<file path="config.mk">
export PLATFORM = sky130hd
export DESIGN_NAME = date_time_add_subtract_seconds_flat
export DESIGN_NICKNAME = d
export VERILOG_FILES = /design/src/sv/dtas_pkg.sv /design/src/sv/dtas_if.sv /design/src/sv/date_time_add_subtract_seconds.sv /design/src/sv/dtas_alu.sv /design/src/sv/dtas_seq.sv /design/src/flat_wrapper.sv
export SDC_FILE = /design/constraint.sdc
export NUM_CORES = 1
export LEC_CHECK = 0
export ABC_AREA = 0
export ABC_CLOCK_PERIOD_IN_PS = 32400
export BUFFER_PORTS_ARGS = -buffer_cell sky130_fd_sc_hd__buf_2
export CAP_MARGIN = 20
export CORE_MARGIN = 1.5
export CORE_UTILIZATION = 65
export CTS_BUF_LIST = sky130_fd_sc_hd__clkbuf_4 sky130_fd_sc_hd__clkbuf_8
export DETAILED_ROUTE_END_ITERATION = 10
export GPL_TIMING_DRIVEN = 0
export PLACE_DENSITY = 0.91
export SETUP_SLACK_MARGIN = 0.15
export SLEW_MARGIN = 20
export SYNTH_ARGS = -nofsm -noshare
export SYNTH_HDL_FRONTEND = slang
export SYNTH_SLANG_ARGS = --single-unit
</file>
<file path="constraint.sdc">
create_clock -name clk_i -period 32.4 [get_ports clk_i]
set_clock_uncertainty 0.05 [all_clocks]
set_input_delay 3.24 -clock clk_i [delete_from_list [all_inputs] [get_ports clk_i]]
set_output_delay 3.24 -clock clk_i [all_outputs]
set_load 0.02 [all_outputs]
</file>
<file path="src/sv/dtas_pkg.sv">
package dtas_pkg;

  localparam logic [31:0] SECS_MIN  = 32'd60;
  localparam logic [31:0] SECS_HOUR = 32'd3600;
  localparam logic [31:0] SECS_DAY  = 32'd86400;
  localparam logic [31:0] SECS_D28  = 32'd2419200;
  localparam logic [31:0] SECS_D29  = 32'd2505600;
  localparam logic [31:0] SECS_D30  = 32'd2592000;
  localparam logic [31:0] SECS_D31  = 32'd2678400;
  localparam logic [31:0] SECS_NORM = 32'd31536000;
  localparam logic [31:0] SECS_LEAP = 32'd31622400;

  localparam logic [11:0] YEAR_BASE = 12'd2000;
  localparam logic [11:0] YEAR_LAST = 12'd2099;
  localparam logic [3:0]  MONTH_DEC = 4'd12;

  typedef enum logic [2:0] {
    ST_OK        = 3'd0,
    ST_BAD_DATE  = 3'd1,
    ST_BAD_TIME  = 3'd2,
    ST_UNDERFLOW = 3'd3,
    ST_OVERFLOW  = 3'd4
  } status_e;

  typedef enum logic [3:0] {
    S_IDLE,
    S_YR_IN,
    S_MO_IN,
    S_DAY_IN,
    S_HR_IN,
    S_MIN_IN,
    S_SEC_IN,
    S_DELTA,
    S_YR_OUT,
    S_MO_OUT,
    S_DAY_OUT,
    S_HR_OUT,
    S_MIN_OUT,
    S_DONE
  } dtas_state_e;

  // shared adder request / response
  typedef struct packed {
    logic [31:0] a;
    logic [31:0] b;
    logic        sub;
  } alu_req_t;

  typedef struct packed {
    logic [31:0] sum;
    logic        carry;   // add: overflow, sub: a >= b
  } alu_rsp_t;

  typedef struct packed {
    logic [11:0] new_year;
    logic [3:0]  new_month;
    logic [4:0]  new_day;
    logic [4:0]  new_hour;
    logic [5:0]  new_minute;
    logic [5:0]  new_sec;
    logic [2:0]  status;
  } result_t;

  typedef struct packed {
    logic    valid;
    result_t res;
  } fin_t;

  function automatic logic [31:0] year_secs(input logic leap);
    return leap ? SECS_LEAP : SECS_NORM;
  endfunction

  function automatic logic [31:0] month_secs(input logic [3:0] m, input logic leap);
    logic [31:0] r;
    r = SECS_D31;
    unique case (m)
      4'd2:                      r = leap ? SECS_D29 : SECS_D28;
      4'd4, 4'd6, 4'd9, 4'd11:   r = SECS_D30;
      default:                   r = SECS_D31;
    endcase
    return r;
  endfunction

endpackage

</file>
<file path="src/sv/dtas_if.sv">
interface dtas_in_if;
  logic        valid;
  logic        ready;
  logic        action;
  logic [11:0] year;
  logic [3:0]  month;
  logic [4:0]  day;
  logic [4:0]  hour;
  logic [5:0]  minute;
  logic [5:0]  sec_field;
  logic [31:0] delta_seconds;

  modport source(output valid, action, year, month, day, hour, minute, sec_field,
                 delta_seconds, input ready);
  modport sink(input valid, action, year, month, day, hour, minute, sec_field,
               delta_seconds, output ready);
endinterface

interface dtas_out_if;
  logic        valid;
  logic        ready;
  logic [11:0] new_year;
  logic [3:0]  new_month;
  logic [4:0]  new_day;
  logic [4:0]  new_hour;
  logic [5:0]  new_minute;
  logic [5:0]  new_sec;
  logic [2:0]  status;

  modport source(output valid, new_year, new_month, new_day, new_hour, new_minute,
                 new_sec, status, input ready);
  modport sink(input valid, new_year, new_month, new_day, new_hour, new_minute,
               new_sec, status, output ready);
endinterface

</file>
<file path="src/sv/date_time_add_subtract_seconds.sv">
// A request with a bad date or time goes straight to the result; any other request walks the
//   years in, applies the delta, then walks years/months/days/hours/minutes out.
// Every step runs through the one shared 33-bit adder, so the run of a request is set by the
//   year and remainder loops, and one request is finished before the next is taken.
// The next request is taken once the sequencer has handed its result to the output register.
// Reset: rst_ni asynchronous, active low; clears sequencer state and the output valid.
module date_time_add_subtract_seconds (
  input  logic      clk_i,
  input  logic      rst_ni,
  dtas_in_if.sink   in_i,
  dtas_out_if.source out_o
);

  dtas_pkg::alu_req_t alu_req;
  dtas_pkg::alu_rsp_t alu_rsp;
  dtas_pkg::fin_t     fin;
  logic               fin_ready;

  logic              out_valid_q, out_valid_d;
  dtas_pkg::result_t res_q, res_d;

  // sequencer: validate, date -> seconds, apply delta, seconds -> date
  dtas_seq u_seq (
    .clk_i       (clk_i),
    .rst_ni      (rst_ni),
    .in_i        (in_i),
    .alu_req_o   (alu_req),
    .alu_rsp_i   (alu_rsp),
    .fin_o       (fin),
    .fin_ready_i (fin_ready)
  );

  // the one adder/subtractor shared by every step
  dtas_alu u_alu (
    .req_i (alu_req),
    .rsp_o (alu_rsp)
  );

  // output register: frees the sequencer while the result waits
  assign fin_ready = !out_valid_q || out_o.ready;

  always_comb begin
    out_valid_d = out_valid_q;
    res_d       = res_q;
    if (fin.valid && fin_ready) begin
      out_valid_d = 1'b1;
      res_d       = fin.res;
    end else if (out_o.ready) begin
      out_valid_d = 1'b0;
    end
  end

  always_ff @(posedge clk_i or negedge rst_ni) begin
    if (!rst_ni) begin
      out_valid_q <= 1'b0;
    end else begin
      out_valid_q <= out_valid_d;
    end
  end

  always_ff @(posedge clk_i) begin
    res_q <= res_d;
  end

  assign out_o.valid      = out_valid_q;
  assign out_o.new_year   = res_q.new_year;
  assign out_o.new_month  = res_q.new_month;
  assign out_o.new_day    = res_q.new_day;
  assign out_o.new_hour   = res_q.new_hour;
  assign out_o.new_minute = res_q.new_minute;
  assign out_o.new_sec    = res_q.new_sec;
  assign out_o.status     = res_q.status;

  // a request keeps the block busy for at least the next cycle
  a_busy_after_accept: assert property (@(posedge clk_i) disable iff (!rst_ni)
    (in_i.valid && in_i.ready) |=> !in_i.ready)
    else $error("request accepted while previous one in flight");

  // status code stays within its defined set
  a_status_range: assert property (@(posedge clk_i) disable iff (!rst_ni)
    out_o.valid |-> (out_o.status <= dtas_pkg::ST_OVERFLOW))
    else $error("undefined status code");

  // a good result is a well-formed time of day and month
  a_ok_fields: assert property (@(posedge clk_i) disable iff (!rst_ni)
    (out_o.valid && out_o.status == dtas_pkg::ST_OK) |->
      (out_o.new_month >= 4'd1 && out_o.new_month <= 4'd12 && out_o.new_day >= 5'd1 &&
       out_o.new_hour <= 5'd23 && out_o.new_minute <= 6'd59 && out_o.new_sec <= 6'd59))
    else $error("result field out of range");

  // output valid only rises after the sequencer finished
  a_rise_from_fin: assert property (@(posedge clk_i) disable iff (!rst_ni)
    $rose(out_o.valid) |-> $past(fin.valid))
    else $error("result without a finished request");

endmodule

</file>
<file path="src/sv/dtas_alu.sv">
module dtas_alu (
  input  dtas_pkg::alu_req_t req_i,
  output dtas_pkg::alu_rsp_t rsp_o
);

  logic [31:0] b_eff;
  logic [32:0] sum;

  assign b_eff = req_i.sub ? ~req_i.b : req_i.b;
  assign sum   = {1'b0, req_i.a} + {1'b0, b_eff} + {32'd0, req_i.sub};

  assign rsp_o.sum   = sum[31:0];
  assign rsp_o.carry = sum[32];

endmodule

</file>
<file path="src/sv/dtas_seq.sv">
module dtas_seq (
  input  logic               clk_i,
  input  logic               rst_ni,
  dtas_in_if.sink            in_i,
  output dtas_pkg::alu_req_t alu_req_o,
  input  dtas_pkg::alu_rsp_t alu_rsp_i,
  output dtas_pkg::fin_t     fin_o,
  input  logic               fin_ready_i
);

  dtas_pkg::dtas_state_e state_q, state_d;
  dtas_pkg::status_e     status_q, status_d;

  logic        act_q, act_d;
  logic [11:0] year_q, year_d;
  logic [3:0]  month_q, month_d;
  logic [4:0]  day_q, day_d;
  logic [4:0]  hour_q, hour_d;
  logic [5:0]  min_q, min_d;
  logic [5:0]  sec_q, sec_d;
  logic [31:0] delta_q, delta_d;
  logic [6:0]  yoff_q, yoff_d;
  logic [31:0] acc_q, acc_d;
  logic [7:0]  cnt_q, cnt_d;
  logic [7:0]  yout_q, yout_d;
  logic [3:0]  mo_out_q, mo_out_d;
  logic [4:0]  day_out_q, day_out_d;
  logic [4:0]  hr_out_q, hr_out_d;
  logic [5:0]  min_out_q, min_out_d;

  logic accept, bad_date, bad_time, yr_in_end, mo_in_end, mo_out_last;
  logic fin_valid;
  logic [11:0] yoff_full;

  assign accept    = in_i.valid && in_i.ready;
  assign bad_date  = (in_i.year < dtas_pkg::YEAR_BASE) || (in_i.year > dtas_pkg::YEAR_LAST) ||
                     (in_i.month == 4'd0) || (in_i.month > dtas_pkg::MONTH_DEC) ||
                     (in_i.day == 5'd0);
  assign bad_time  = (in_i.hour > 5'd23) || (in_i.minute > 6'd59) ||
                     (in_i.sec_field > 6'd59);
  assign yoff_full = in_i.year - dtas_pkg::YEAR_BASE;
  assign yr_in_end   = (cnt_q == {1'b0, yoff_q});
  assign mo_in_end   = (cnt_q[3:0] == month_q);
  assign mo_out_last = (cnt_q[3:0] == dtas_pkg::MONTH_DEC);

  // next state
  always_comb begin
    state_d = state_q;
    unique case (state_q)
      dtas_pkg::S_IDLE: begin
        if (accept) begin
          state_d = (bad_date || bad_time) ? dtas_pkg::S_DONE : dtas_pkg::S_YR_IN;
        end
      end
      dtas_pkg::S_YR_IN:  if (yr_in_end) state_d = dtas_pkg::S_MO_IN;
      dtas_pkg::S_MO_IN:  if (mo_in_end) state_d = dtas_pkg::S_DAY_IN;
      dtas_pkg::S_DAY_IN: state_d = dtas_pkg::S_HR_IN;
      dtas_pkg::S_HR_IN:  state_d = dtas_pkg::S_MIN_IN;
      dtas_pkg::S_MIN_IN: state_d = dtas_pkg::S_SEC_IN;
      dtas_pkg::S_SEC_IN: state_d = dtas_pkg::S_DELTA;
      dtas_pkg::S_DELTA: begin
        // sub: carry low means borrow; add: carry high means overflow
        if (act_q != alu_rsp_i.carry) state_d = dtas_pkg::S_DONE;
        else                          state_d = dtas_pkg::S_YR_OUT;
      end
      dtas_pkg::S_YR_OUT:  if (!alu_rsp_i.carry) state_d = dtas_pkg::S_MO_OUT;
      dtas_pkg::S_MO_OUT: begin
        if (mo_out_last || !alu_rsp_i.carry) state_d = dtas_pkg::S_DAY_OUT;
      end
      dtas_pkg::S_DAY_OUT: if (!alu_rsp_i.carry) state_d = dtas_pkg::S_HR_OUT;
      dtas_pkg::S_HR_OUT:  if (!alu_rsp_i.carry) state_d = dtas_pkg::S_MIN_OUT;
      dtas_pkg::S_MIN_OUT: if (!alu_rsp_i.carry) state_d = dtas_pkg::S_DONE;
      dtas_pkg::S_DONE:    if (fin_ready_i) state_d = dtas_pkg::S_IDLE;
      default:             state_d = dtas_pkg::S_IDLE;
    endcase
  end

  // outputs: handshake and adder operands
  always_comb begin
    in_i.ready    = 1'b0;
    fin_valid     = 1'b0;
    alu_req_o.a   = acc_q;
    alu_req_o.b   = 32'd0;
    alu_req_o.sub = 1'b0;
    unique case (state_q)
      dtas_pkg::S_IDLE:    in_i.ready = 1'b1;
      dtas_pkg::S_YR_IN:   alu_req_o.b = dtas_pkg::year_secs(cnt_q[1:0] == 2'd0);
      dtas_pkg::S_MO_IN:   alu_req_o.b = dtas_pkg::month_secs(cnt_q[3:0], yoff_q[1:0] == 2'd0);
      dtas_pkg::S_DAY_IN:  alu_req_o.b = 32'(day_q - 5'd1) * dtas_pkg::SECS_DAY;
      dtas_pkg::S_HR_IN:   alu_req_o.b = 32'(hour_q) * dtas_pkg::SECS_HOUR;
      dtas_pkg::S_MIN_IN:  alu_req_o.b = 32'(min_q) * dtas_pkg::SECS_MIN;
      dtas_pkg::S_SEC_IN:  alu_req_o.b = 32'(sec_q);
      dtas_pkg::S_DELTA: begin
        alu_req_o.b   = delta_q;
        alu_req_o.sub = act_q;
      end
      dtas_pkg::S_YR_OUT: begin
        alu_req_o.b   = dtas_pkg::year_secs(cnt_q[1:0] == 2'd0);
        alu_req_o.sub = 1'b1;
      end
      dtas_pkg::S_MO_OUT: begin
        alu_req_o.b   = dtas_pkg::month_secs(cnt_q[3:0], yout_q[1:0] == 2'd0);
        alu_req_o.sub = 1'b1;
      end
      dtas_pkg::S_DAY_OUT: begin
        alu_req_o.b   = dtas_pkg::SECS_DAY;
        alu_req_o.sub = 1'b1;
      end
      dtas_pkg::S_HR_OUT: begin
        alu_req_o.b   = dtas_pkg::SECS_HOUR;
        alu_req_o.sub = 1'b1;
      end
      dtas_pkg::S_MIN_OUT: begin
        alu_req_o.b   = dtas_pkg::SECS_MIN;
        alu_req_o.sub = 1'b1;
      end
      dtas_pkg::S_DONE:    fin_valid = 1'b1;
      default:             fin_valid = 1'b0;
    endcase
  end

  // result: echo the request on any error
  always_comb begin
    fin_o.valid      = fin_valid;
    fin_o.res.status = status_q;
    if (status_q == dtas_pkg::ST_OK) begin
      fin_o.res.new_year   = dtas_pkg::YEAR_BASE + {4'd0, yout_q};
      fin_o.res.new_month  = mo_out_q;
      fin_o.res.new_day    = day_out_q;
      fin_o.res.new_hour   = hr_out_q;
      fin_o.res.new_minute = min_out_q;
      fin_o.res.new_sec    = acc_q[5:0];
    end else begin
      fin_o.res.new_year   = year_q;
      fin_o.res.new_month  = month_q;
      fin_o.res.new_day    = day_q;
      fin_o.res.new_hour   = hour_q;
      fin_o.res.new_minute = min_q;
      fin_o.res.new_sec    = sec_q;
    end
  end

  // datapath
  always_comb begin
    status_d  = status_q;
    act_d     = act_q;
    year_d    = year_q;
    month_d   = month_q;
    day_d     = day_q;
    hour_d    = hour_q;
    min_d     = min_q;
    sec_d     = sec_q;
    delta_d   = delta_q;
    yoff_d    = yoff_q;
    acc_d     = acc_q;
    cnt_d     = cnt_q;
    yout_d    = yout_q;
    mo_out_d  = mo_out_q;
    day_out_d = day_out_q;
    hr_out_d  = hr_out_q;
    min_out_d = min_out_q;
    unique case (state_q)
      dtas_pkg::S_IDLE: begin
        if (accept) begin
          act_d   = in_i.action;
          year_d  = in_i.year;
          month_d = in_i.month;
          day_d   = in_i.day;
          hour_d  = in_i.hour;
          min_d   = in_i.minute;
          sec_d   = in_i.sec_field;
          delta_d = in_i.delta_seconds;
          yoff_d  = yoff_full[6:0];
          acc_d   = 32'd0;
          cnt_d   = 8'd0;
          if (bad_date)      status_d = dtas_pkg::ST_BAD_DATE;
          else if (bad_time) status_d = dtas_pkg::ST_BAD_TIME;
          else               status_d = dtas_pkg::ST_OK;
        end
      end
      dtas_pkg::S_YR_IN: begin
        if (yr_in_end) begin
          cnt_d = 8'd1;
        end else begin
          acc_d = alu_rsp_i.sum;
          cnt_d = cnt_q + 8'd1;
        end
      end
      dtas_pkg::S_MO_IN: begin
        if (!mo_in_end) begin
          acc_d = alu_rsp_i.sum;
          cnt_d = cnt_q + 8'd1;
        end
      end
      dtas_pkg::S_DAY_IN, dtas_pkg::S_HR_IN, dtas_pkg::S_MIN_IN,
      dtas_pkg::S_SEC_IN: acc_d = alu_rsp_i.sum;
      dtas_pkg::S_DELTA: begin
        cnt_d = 8'd0;
        if (act_q && !alu_rsp_i.carry)       status_d = dtas_pkg::ST_UNDERFLOW;
        else if (!act_q && alu_rsp_i.carry)  status_d = dtas_pkg::ST_OVERFLOW;
        else                                 acc_d    = alu_rsp_i.sum;
      end
      dtas_pkg::S_YR_OUT: begin
        if (alu_rsp_i.carry) begin
          acc_d = alu_rsp_i.sum;
          cnt_d = cnt_q + 8'd1;
        end else begin
          yout_d = cnt_q;
          cnt_d  = 8'd1;
        end
      end
      dtas_pkg::S_MO_OUT: begin
        if (mo_out_last || !alu_rsp_i.carry) begin
          mo_out_d = cnt_q[3:0];
          cnt_d    = 8'd0;
        end else begin
          acc_d = alu_rsp_i.sum;
          cnt_d = cnt_q + 8'd1;
        end
      end
      dtas_pkg::S_DAY_OUT: begin
        if (alu_rsp_i.carry) begin
          acc_d = alu_rsp_i.sum;
          cnt_d = cnt_q + 8'd1;
        end else begin
          day_out_d = cnt_q[4:0] + 5'd1;
          cnt_d     = 8'd0;
        end
      end
      dtas_pkg::S_HR_OUT: begin
        if (alu_rsp_i.carry) begin
          acc_d = alu_rsp_i.sum;
          cnt_d = cnt_q + 8'd1;
        end else begin
          hr_out_d = cnt_q[4:0];
          cnt_d    = 8'd0;
        end
      end
      dtas_pkg::S_MIN_OUT: begin
        if (alu_rsp_i.carry) begin
          acc_d = alu_rsp_i.sum;
          cnt_d = cnt_q + 8'd1;
        end else begin
          min_out_d = cnt_q[5:0];
        end
      end
      dtas_pkg::S_DONE: acc_d = acc_q;
      default:          acc_d = acc_q;
    endcase
  end

  always_ff @(posedge clk_i or negedge rst_ni) begin
    if (!rst_ni) begin
      state_q  <= dtas_pkg::S_IDLE;
      status_q <= dtas_pkg::ST_OK;
    end else begin
      state_q  <= state_d;
      status_q <= status_d;
    end
  end

  always_ff @(posedge clk_i) begin
    act_q     <= act_d;
    year_q    <= year_d;
    month_q   <= month_d;
    day_q     <= day_d;
    hour_q    <= hour_d;
    min_q     <= min_d;
    sec_q     <= sec_d;
    delta_q   <= delta_d;
    yoff_q    <= yoff_d;
    acc_q     <= acc_d;
    cnt_q     <= cnt_d;
    yout_q    <= yout_d;
    mo_out_q  <= mo_out_d;
    day_out_q <= day_out_d;
    hr_out_q  <= hr_out_d;
    min_out_q <= min_out_d;
  end

endmodule

</file>
<file path="src/flat_wrapper.sv">
// flat-port wrapper written by rule: the top's interface ports become plain ports
module date_time_add_subtract_seconds_flat 
  (clk_i, rst_ni, in_i_valid, in_i_action, in_i_year, in_i_month, in_i_day, in_i_hour, in_i_minute, in_i_sec_field, in_i_delta_seconds, in_i_ready, out_o_valid, out_o_new_year, out_o_new_month, out_o_new_day, out_o_new_hour, out_o_new_minute, out_o_new_sec, out_o_status, out_o_ready);
  dtas_in_if in_i_i ();
  dtas_out_if out_o_i ();
  input  logic clk_i;
  input  logic rst_ni;
  input wire logic [$bits(in_i_i.valid)-1:0] in_i_valid;
  input wire logic [$bits(in_i_i.action)-1:0] in_i_action;
  input wire logic [$bits(in_i_i.year)-1:0] in_i_year;
  input wire logic [$bits(in_i_i.month)-1:0] in_i_month;
  input wire logic [$bits(in_i_i.day)-1:0] in_i_day;
  input wire logic [$bits(in_i_i.hour)-1:0] in_i_hour;
  input wire logic [$bits(in_i_i.minute)-1:0] in_i_minute;
  input wire logic [$bits(in_i_i.sec_field)-1:0] in_i_sec_field;
  input wire logic [$bits(in_i_i.delta_seconds)-1:0] in_i_delta_seconds;
  output wire logic [$bits(in_i_i.ready)-1:0] in_i_ready;
  output wire logic [$bits(out_o_i.valid)-1:0] out_o_valid;
  output wire logic [$bits(out_o_i.new_year)-1:0] out_o_new_year;
  output wire logic [$bits(out_o_i.new_month)-1:0] out_o_new_month;
  output wire logic [$bits(out_o_i.new_day)-1:0] out_o_new_day;
  output wire logic [$bits(out_o_i.new_hour)-1:0] out_o_new_hour;
  output wire logic [$bits(out_o_i.new_minute)-1:0] out_o_new_minute;
  output wire logic [$bits(out_o_i.new_sec)-1:0] out_o_new_sec;
  output wire logic [$bits(out_o_i.status)-1:0] out_o_status;
  input wire logic [$bits(out_o_i.ready)-1:0] out_o_ready;
  assign in_i_i.valid = in_i_valid;
  assign in_i_i.action = in_i_action;
  assign in_i_i.year = in_i_year;
  assign in_i_i.month = in_i_month;
  assign in_i_i.day = in_i_day;
  assign in_i_i.hour = in_i_hour;
  assign in_i_i.minute = in_i_minute;
  assign in_i_i.sec_field = in_i_sec_field;
  assign in_i_i.delta_seconds = in_i_delta_seconds;
  assign in_i_ready = in_i_i.ready;
  assign out_o_valid = out_o_i.valid;
  assign out_o_new_year = out_o_i.new_year;
  assign out_o_new_month = out_o_i.new_month;
  assign out_o_new_day = out_o_i.new_day;
  assign out_o_new_hour = out_o_i.new_hour;
  assign out_o_new_minute = out_o_i.new_minute;
  assign out_o_new_sec = out_o_i.new_sec;
  assign out_o_status = out_o_i.status;
  assign out_o_i.ready = out_o_ready;
  date_time_add_subtract_seconds u_core (.clk_i(clk_i), .rst_ni(rst_ni), .in_i(in_i_i), .out_o(out_o_i));
endmodule
</file>
==> results of run 1 <==
## per-layer routing
layer	up-vias	track usage [%]	share of wire [%]
met3	120	6.43	9.1
met5	-	0	0
met1	4913	43.7	39
li1	4711	-	-
met2	632	57.8	48
met4	0	15.3	3.8
## per-stage QoR
stage | worst slack, ns | instance area [um2] | hold slack, ns
2_1_floorplan | 22.24 | 12700 | 0.407
3_3_place_gp | 19.18 | 13600 | 0.448
3_5_place_dp | 22.27 | 13700 | 0.455
4_1_cts | 22.06 | 14100 | 0.469
5_1_grt | 21.34 | 14100 | 0.490
6_report | 21.89 | 14100 | 0.475
## synth_stat cells, drive strengths merged, types with 5 or more instances
master    n  area (um2)
edfxtp  183        5500
xor2     32         280
a21oi    89         445
o21a      7        52.6
a211oi   15         123
nor2     79         299
or2       5        31.3
nand2b   11        68.8
a21boi    5        37.5
clkbuf   31         118
xnor2    71         622
a221oi    7        61.3
o21ai    57         289
o21bai   10        75.1
nor2b    10        62.6
o211ai   13        97.6
and3      9        56.3
nand2   149         559
fa       24         480
a22o      6        52.6
a31oi     5        37.5
nand4    14        87.6
a22oi     8        60.1
inv      87         327
ha      113        1410
a21o     26         195
mux2i     6        60.1
nor3b     8        65.1
nor3     29         145
nand3    16        80.1
nor4      5        37.5
dfrtp     8         200
buf       8        43.8
## worst max-delay path: cells and delay by family (launching register included)
| kind | cells | cell delay [ns] |
|---|---|---|
| AO/OA/AOI/OAI | 11 | 3.07 |
| XOR/XNOR | 4 | 1.33 |
| adder cells (fa/ha/maj) | 8 | 2.82 |
| buffers and inverters | 6 | 1.06 |
| flip-flops | 1 | 0.49 |
| AND/OR/NAND/NOR | 8 | 1.36 |
## state kept, by name, indices dropped and copies added (netlist names), 4 cells and up
| name | count |
|---|---|
| u_core.u_seq.acc_q | 32 |
| u_core.u_seq.delta_q | 32 |
| u_core.out_o.new_year | 12 |
| u_core.u_seq.year_q | 12 |
| u_core.u_seq.cnt_q | 8 |
| u_core.u_seq.yout_q | 8 |
| u_core.out_o.new_minute | 6 |
| u_core.out_o.new_sec | 6 |
| u_core.u_seq.min_out_q | 6 |
| u_core.u_seq.min_q | 6 |
| u_core.u_seq.sec_q | 6 |
| u_core.out_o.new_day | 5 |
| u_core.out_o.new_hour | 5 |
| u_core.u_seq.day_out_q | 5 |
| u_core.u_seq.day_q | 5 |
| u_core.u_seq.hour_q | 5 |
| u_core.u_seq.hr_out_q | 5 |
| u_core.out_o.new_month | 4 |
| u_core.u_seq.mo_out_q | 4 |
| u_core.u_seq.month_q | 4 |
| u_core.u_seq.state_q | 4 |
## area by class of cell
class,count,share of cell area (%)
inverter,88,2.34
clock inverter,15,1.60
tap,260,2.30
timing repair buffer,124,4.71
clock buffer,17,1.65
buffer,39,1.14
sequential,191,40.3
multi-input combinational,896,46.0
## logic make-up after synthesis
group,share of synthesized area (%)
xor+xnor,7.13
flops,45.0
compound gates,15.3
mux,0.830
fa+ha+maj,15.0
simple gates,13.0
buf+inv,3.88
## worst paths after layout
kind,depth (start not counted),slack (ns),end,start
worst max-delay path,37,21.89,u_core.u_seq.acc_q[16],u_core.u_seq.day_q[0]
worst min-delay path,2,0.48,u_core.out_o.new_hour[4],u_core.u_seq.hr_out_q[4]
worst max register to register,37,21.89,u_core.u_seq.acc_q[16],u_core.u_seq.day_q[0]
worst min register to register,2,0.48,u_core.out_o.new_hour[4],u_core.u_seq.hr_out_q[4]
max in group asynchronous,1,29.60,u_core.u_seq.state_q[1],rst_ni
min in group asynchronous,1,2.50,u_core.u_seq.status_q[1],rst_ni
==> qor.csv, run 1 <==
stage,metric,value,unit
synthesis,ys_async_sr_fraction,4.19,%
synthesis,synth.ff_latch_count,191,
placed_design,port_buffers,117,
outcome,status,"complete, no violations",
worst_hold_path,hold_path_class,reg2reg,
synthesis,synth_edf_count,183,
placed_design,placed_cells,1598,
global_route,grt_pass1_vias,10252,
routing,avgViaCountPerCell,6.37,
final_layout,n_antenna_cell,0,
timing,fmax,95.2,MHz
final_layout,instances_no_fill,1630,
global_route,grt_use_total,34.5,%
synthesis,netlist-cell-type-count,80,
floorplan,die_y,143,um
floorplan,core-area,18900,um2
routing,first_iter_violations,1240,
final_layout,final_common_cell,edfxtp_1,
synthesis,yosysWarnings,0,
timing,finalCritPeriodShare,32.4,%
timing,drv_slew,0,
timing,finalSetupTns,0,ns
floorplan,io_pins,118,
timing,final_hold_viol_count,0,
timing,rsz0062_at_grt,false,
final_layout,regArea,5700,um2
synthesis,yosys_most_used_dff,edfxtp_1,
global_route,grt_pass1_wl,52.8,mm
synthesis,syn_area,12700,um2
synthesis,ys_seq_area_share,45.0,%
global_route,grt_max_degree,52,
clock_network,cts_max_level,4,
floorplan,dieArea,20300,um2
worst_setup_path,slowest_stage,xnor2_1,
synthesis,synth_nets,1426,
floorplan,rows,50,
clock_network,path_clk_slew,0.13,ns
final_layout,layout-drive-gt1-share,13.8,%
worst_setup_path,end_kind,flip-flop,
routing,num_vias,10376,
clock_network,cts.sinks,191,
clock_network,postCtsHoldBufs,0,
routing,wl_per_cell,20.8,um
timing,setup_viol,0,
synthesis,synth_cells,1214,
final_layout,nFillCells,1332,
worst_setup_path,cp.arrival,10.67,ns
worst_setup_path,cp.required,32.56,ns
routing,antenna_left,0,
clock_network,cts-resized-gates,0,
routing,firstDrtPassIters,5,
clock_network,cts_buffers,17,
final_layout,multi_input_area,6510,um2
floorplan,start_util,67.0,%
global_route,overflow,0,
placed_design,dp_hpwl,25.6,mm
worst_setup_path,start_kind,flip-flop,
flow_run,cap_viol_max_count,0,
timing,slew_headroom,23.8,%
routing,drc,0,
placed_design,routabilityCongestion,0.943,
final_layout,area_delta_synth_final,11.7,%
worst_setup_path,max_stage_delay,0.82,ns
clock_network,cts_setup_buffers,0,
worst_setup_path,crit_path_frequent_cell,ha_1,
clock_network,clk_latency,0.51,ns
global_route,antenna_found_initial,0,
clock_network,cts_root_buffer,clkbuf_8,
clock_network,cts_tree,done,
timing,worstMarginPinSlew,1.13,ns
worst_setup_path,worstSetupPathType,reg2reg,
final_layout,final_net_count,1569,
final_layout,mostFrequentLayoutCells,"edfxtp_1, nand2_1, buf_2",
timing,period_minus_slack,10.51,ns
clock_network,clockBufferDepth,2,
routing,wirelength,34.0,mm
worst_setup_path,cp_max_fo,13,
synthesis,syn_avg_cell_area,10.4,um2
final_layout,fin_util,74.9,%
floorplan,die_x,143,um
Power of run 1 is not shown: default switching activity piles up to over one toggle a cycle in this logic, so the estimate is an artifact.
==> inputs of run 2 (changes only) <==
--- a/config.mk
+++ b/config.mk
@@ -6,15 +6,15 @@
 export NUM_CORES = 1
 export LEC_CHECK = 0
 export ABC_AREA = 0
-export ABC_CLOCK_PERIOD_IN_PS = 32400
+export ABC_CLOCK_PERIOD_IN_PS = 8400
 export BUFFER_PORTS_ARGS = -buffer_cell sky130_fd_sc_hd__buf_2
 export CAP_MARGIN = 20
 export CORE_MARGIN = 1.5
-export CORE_UTILIZATION = 65
+export CORE_UTILIZATION = 56
 export CTS_BUF_LIST = sky130_fd_sc_hd__clkbuf_4 sky130_fd_sc_hd__clkbuf_8
 export DETAILED_ROUTE_END_ITERATION = 10
 export GPL_TIMING_DRIVEN = 0
-export PLACE_DENSITY = 0.91
+export PLACE_DENSITY = 0.84
 export SETUP_SLACK_MARGIN = 0.15
 export SLEW_MARGIN = 20
 export SYNTH_ARGS = -nofsm -noshare
==> constraint.sdc (replaced) <==
create_clock -name clk_i -period 8.4 [get_ports clk_i]
set_clock_uncertainty 0.05 [all_clocks]
set_input_delay 0.84 -clock clk_i [delete_from_list [all_inputs] [get_ports clk_i]]
set_output_delay 0.84 -clock clk_i [all_outputs]
set_load 0.02 [all_outputs]
==> run 2 against run 1 <==
  * Cell count increased by 2.7%
  * First-iteration DRC count fell by 17%
  * Via count down 0.28%
  * Global-route usage fell by 5.3 points
  * Die area up 16%
  * Count of clock-buffer cells in the layout is the same
  * Flip-flop and latch count unchanged
  * Critical path depth shrank 1
  * Utilization decreased by 8.4 points
  * Setup slack worse by 21 ns
==> qor.csv, run 2 (same netlist as run 1, synthesis figures left out) <==
stage,metric,value,unit,change
outcome,status,"complete, no violations",,unchanged
global_route,use_met2,47.9,%,was 57.8%
clock_network,cts_buffers,17,,unchanged
timing,period_minus_slack,8.01,ns,was 10.51 ns
clock_network,clk_latency,0.50,ns,was 0.51 ns
routing,wl_per_cell,20.6,um,was 20.8 um
routing,firstDrtPassIters,6,,was 5
routing,antenna_left,0,,unchanged
clock_network,cts_root_buffer,clkbuf_8,,unchanged
worst_setup_path,slowest_stage,fa_2,,was xnor2_1
global_route,overflow,0,,unchanged
placed_design,dp_hpwl,25.1,mm,was 25.6 mm
final_layout,final_net_count,1593,,was 1569
final_layout,largestRegisters,"u_core.u_seq.acc_q: 32 flops, u_core.u_seq.delta_q: 32 flops",,unchanged
floorplan,die_x,153,um,was 143 um
placed_design,place_area,13700,um2,about the same
floorplan,core-area,22000,um2,was 18900 um2
global_route,grt_use_total,29.2,%,was 34.5%
clock_network,clockBufferDepth,2,,unchanged
global_route,grt_max_degree,43,,was 52
routing,avgViaCountPerCell,6.18,,was 6.37
timing,drv_slew,0,,unchanged
worst_setup_path,max_stage_delay,0.57,ns,was 0.82 ns
clock_network,cts_tree,done,,unchanged
routing,wirelength,34.5,mm,was 34.0 mm
worst_setup_path,worstRegToRegCells,36,,was 37
placed_design,routabilityCongestion,0.950,,was 0.943
global_route,grt_pass1_vias,9980,,was 10252
final_layout,mostFrequentLayoutCells,"edfxtp_1, nand2_1, buf_2",,unchanged
worst_setup_path,cp_max_fo,13,,unchanged
final_layout,layout-drive-gt1-share,17.9,%,was 13.8%
routing,num_vias,10347,,was 10376
worst_setup_path,worstSetupPathType,reg2reg,,unchanged
floorplan,io_pins,118,,unchanged
final_layout,area_delta_synth_final,15.7,%,was 11.7%
timing,worstMarginPinSlew,1.10,ns,was 1.13 ns
worst_hold_path,hold_path_class,in2async,,was reg2reg
worst_setup_path,cp.required,8.57,ns,was 32.56 ns
global_route,antenna_found_initial,1,,was 0
floorplan,dieArea,23500,um2,was 20300 um2
timing,slew_headroom,26.6,%,was 23.8%
routing,drc,0,,unchanged
timing,finalCritPeriodShare,95.3,%,was 32.4%
clock_network,cts_max_level,4,,unchanged
timing,rsz0062_at_grt,false,,unchanged
timing,setup_viol,0,,unchanged
worst_setup_path,end_kind,flip-flop,,unchanged
global_route,busiest_layer,met2,,unchanged
final_layout,fin_area,14600,um2,was 14100 um2
timing,fmax,125,MHz,was 95.2 MHz
global_route,use_met1,38.8,%,was 43.7%
worst_setup_path,start_kind,flip-flop,,unchanged
floorplan,die_y,153,um,was 143 um
global_route,grt_util_met3,5.19,%,was 6.43%
final_layout,n_antenna_cell,0,,unchanged
placed_design,port_buffers,117,,unchanged
routing,first_iter_violations,1030,,was 1240
floorplan,start_util,57.5,%,was 67.0%
floorplan,rows,54,,was 50
timing,final_hold_viol_count,0,,unchanged
clock_network,path_clk_slew,0.13,ns,about the same
clock_network,postCtsHoldBufs,0,,unchanged
final_layout,final_common_cell,edfxtp_1,,unchanged
clock_network,cts.sinks,191,,unchanged
flow_run,cap_viol_max_count,0,,unchanged
global_route,grt_pass1_wl,53.3,mm,was 52.8 mm
worst_setup_path,cp.arrival,8.18,ns,was 10.67 ns
## run 2: per-stage QoR
step                      TNS (ns)  setup WS, ns  utilization [%]  std cells  hold WS (ns)
after floorplan                  0         0.176                -       1214         0.407
after global placement      -53.41         -1.62             61.9       1611         0.442
after detailed placement    -32.60         -1.17             62.4       1618         0.446
after CTS                        0         0.182             65.4       1666         0.114
after global routing             0        0.0717             66.5       1674         0.114
final                            0         0.393             66.5       1674         0.120
## run 2: per-layer routing
metal / up-vias / share of wire [%]
li1: 4744 / -
met1: 4969 / 41
met2: 547 / 48
met3: 87 / 8.3
met4: 0 / 3.1
met5: - / 0
## run 2: timing repair
item | 4_1_cts | 5_1_grt
buffers inserted | 16 | 8
gates resized for setup | 18 | 37
pin swaps | 8 | 19
endpoints found under the setup margin | 54 | 49
## run 2: final timing paths
check	startpoint	end	slack, ns
setup reg to reg	u_core.u_seq.day_q[1]	u_core.u_seq.acc_q[21]	0.39
hold reg to reg	u_core.u_seq.min_out_q[0]	u_core.out_o.new_minute[0]	0.48
setup / recovery	u_core.u_seq.day_q[1]	u_core.u_seq.acc_q[21]	0.39
hold / removal	rst_ni	u_core.u_seq.state_q[1]	0.12
max in group asynchronous	rst_ni	u_core.u_seq.status_q[0]	7.98
min in group clk_i	in_i_delta_seconds[7]	u_core.u_seq.delta_q[7]	0.45
## run 2: layout make-up
class / instances / area, um2
timing repair buffer: 148 / 867
buffer: 39 / 171
sequential: 191 / 5700
clock buffer: 17 / 234
inverter: 88 / 338
fill: 1690 / 7380
tap: 280 / 350
multi-input combinational: 896 / 6760
clock inverter: 15 / 228
## run 2: worst max-delay path: cells and delay by family (launching register included)
kind	cells	cell delay, ns
fa+ha+maj	7	2.46
xor+xnor	4	0.69
flops	1	0.43
buf+inv	8	0.94
compound gates	8	1.66
simple gates	9	1.49
Power of run 2 is left out for the same reason.
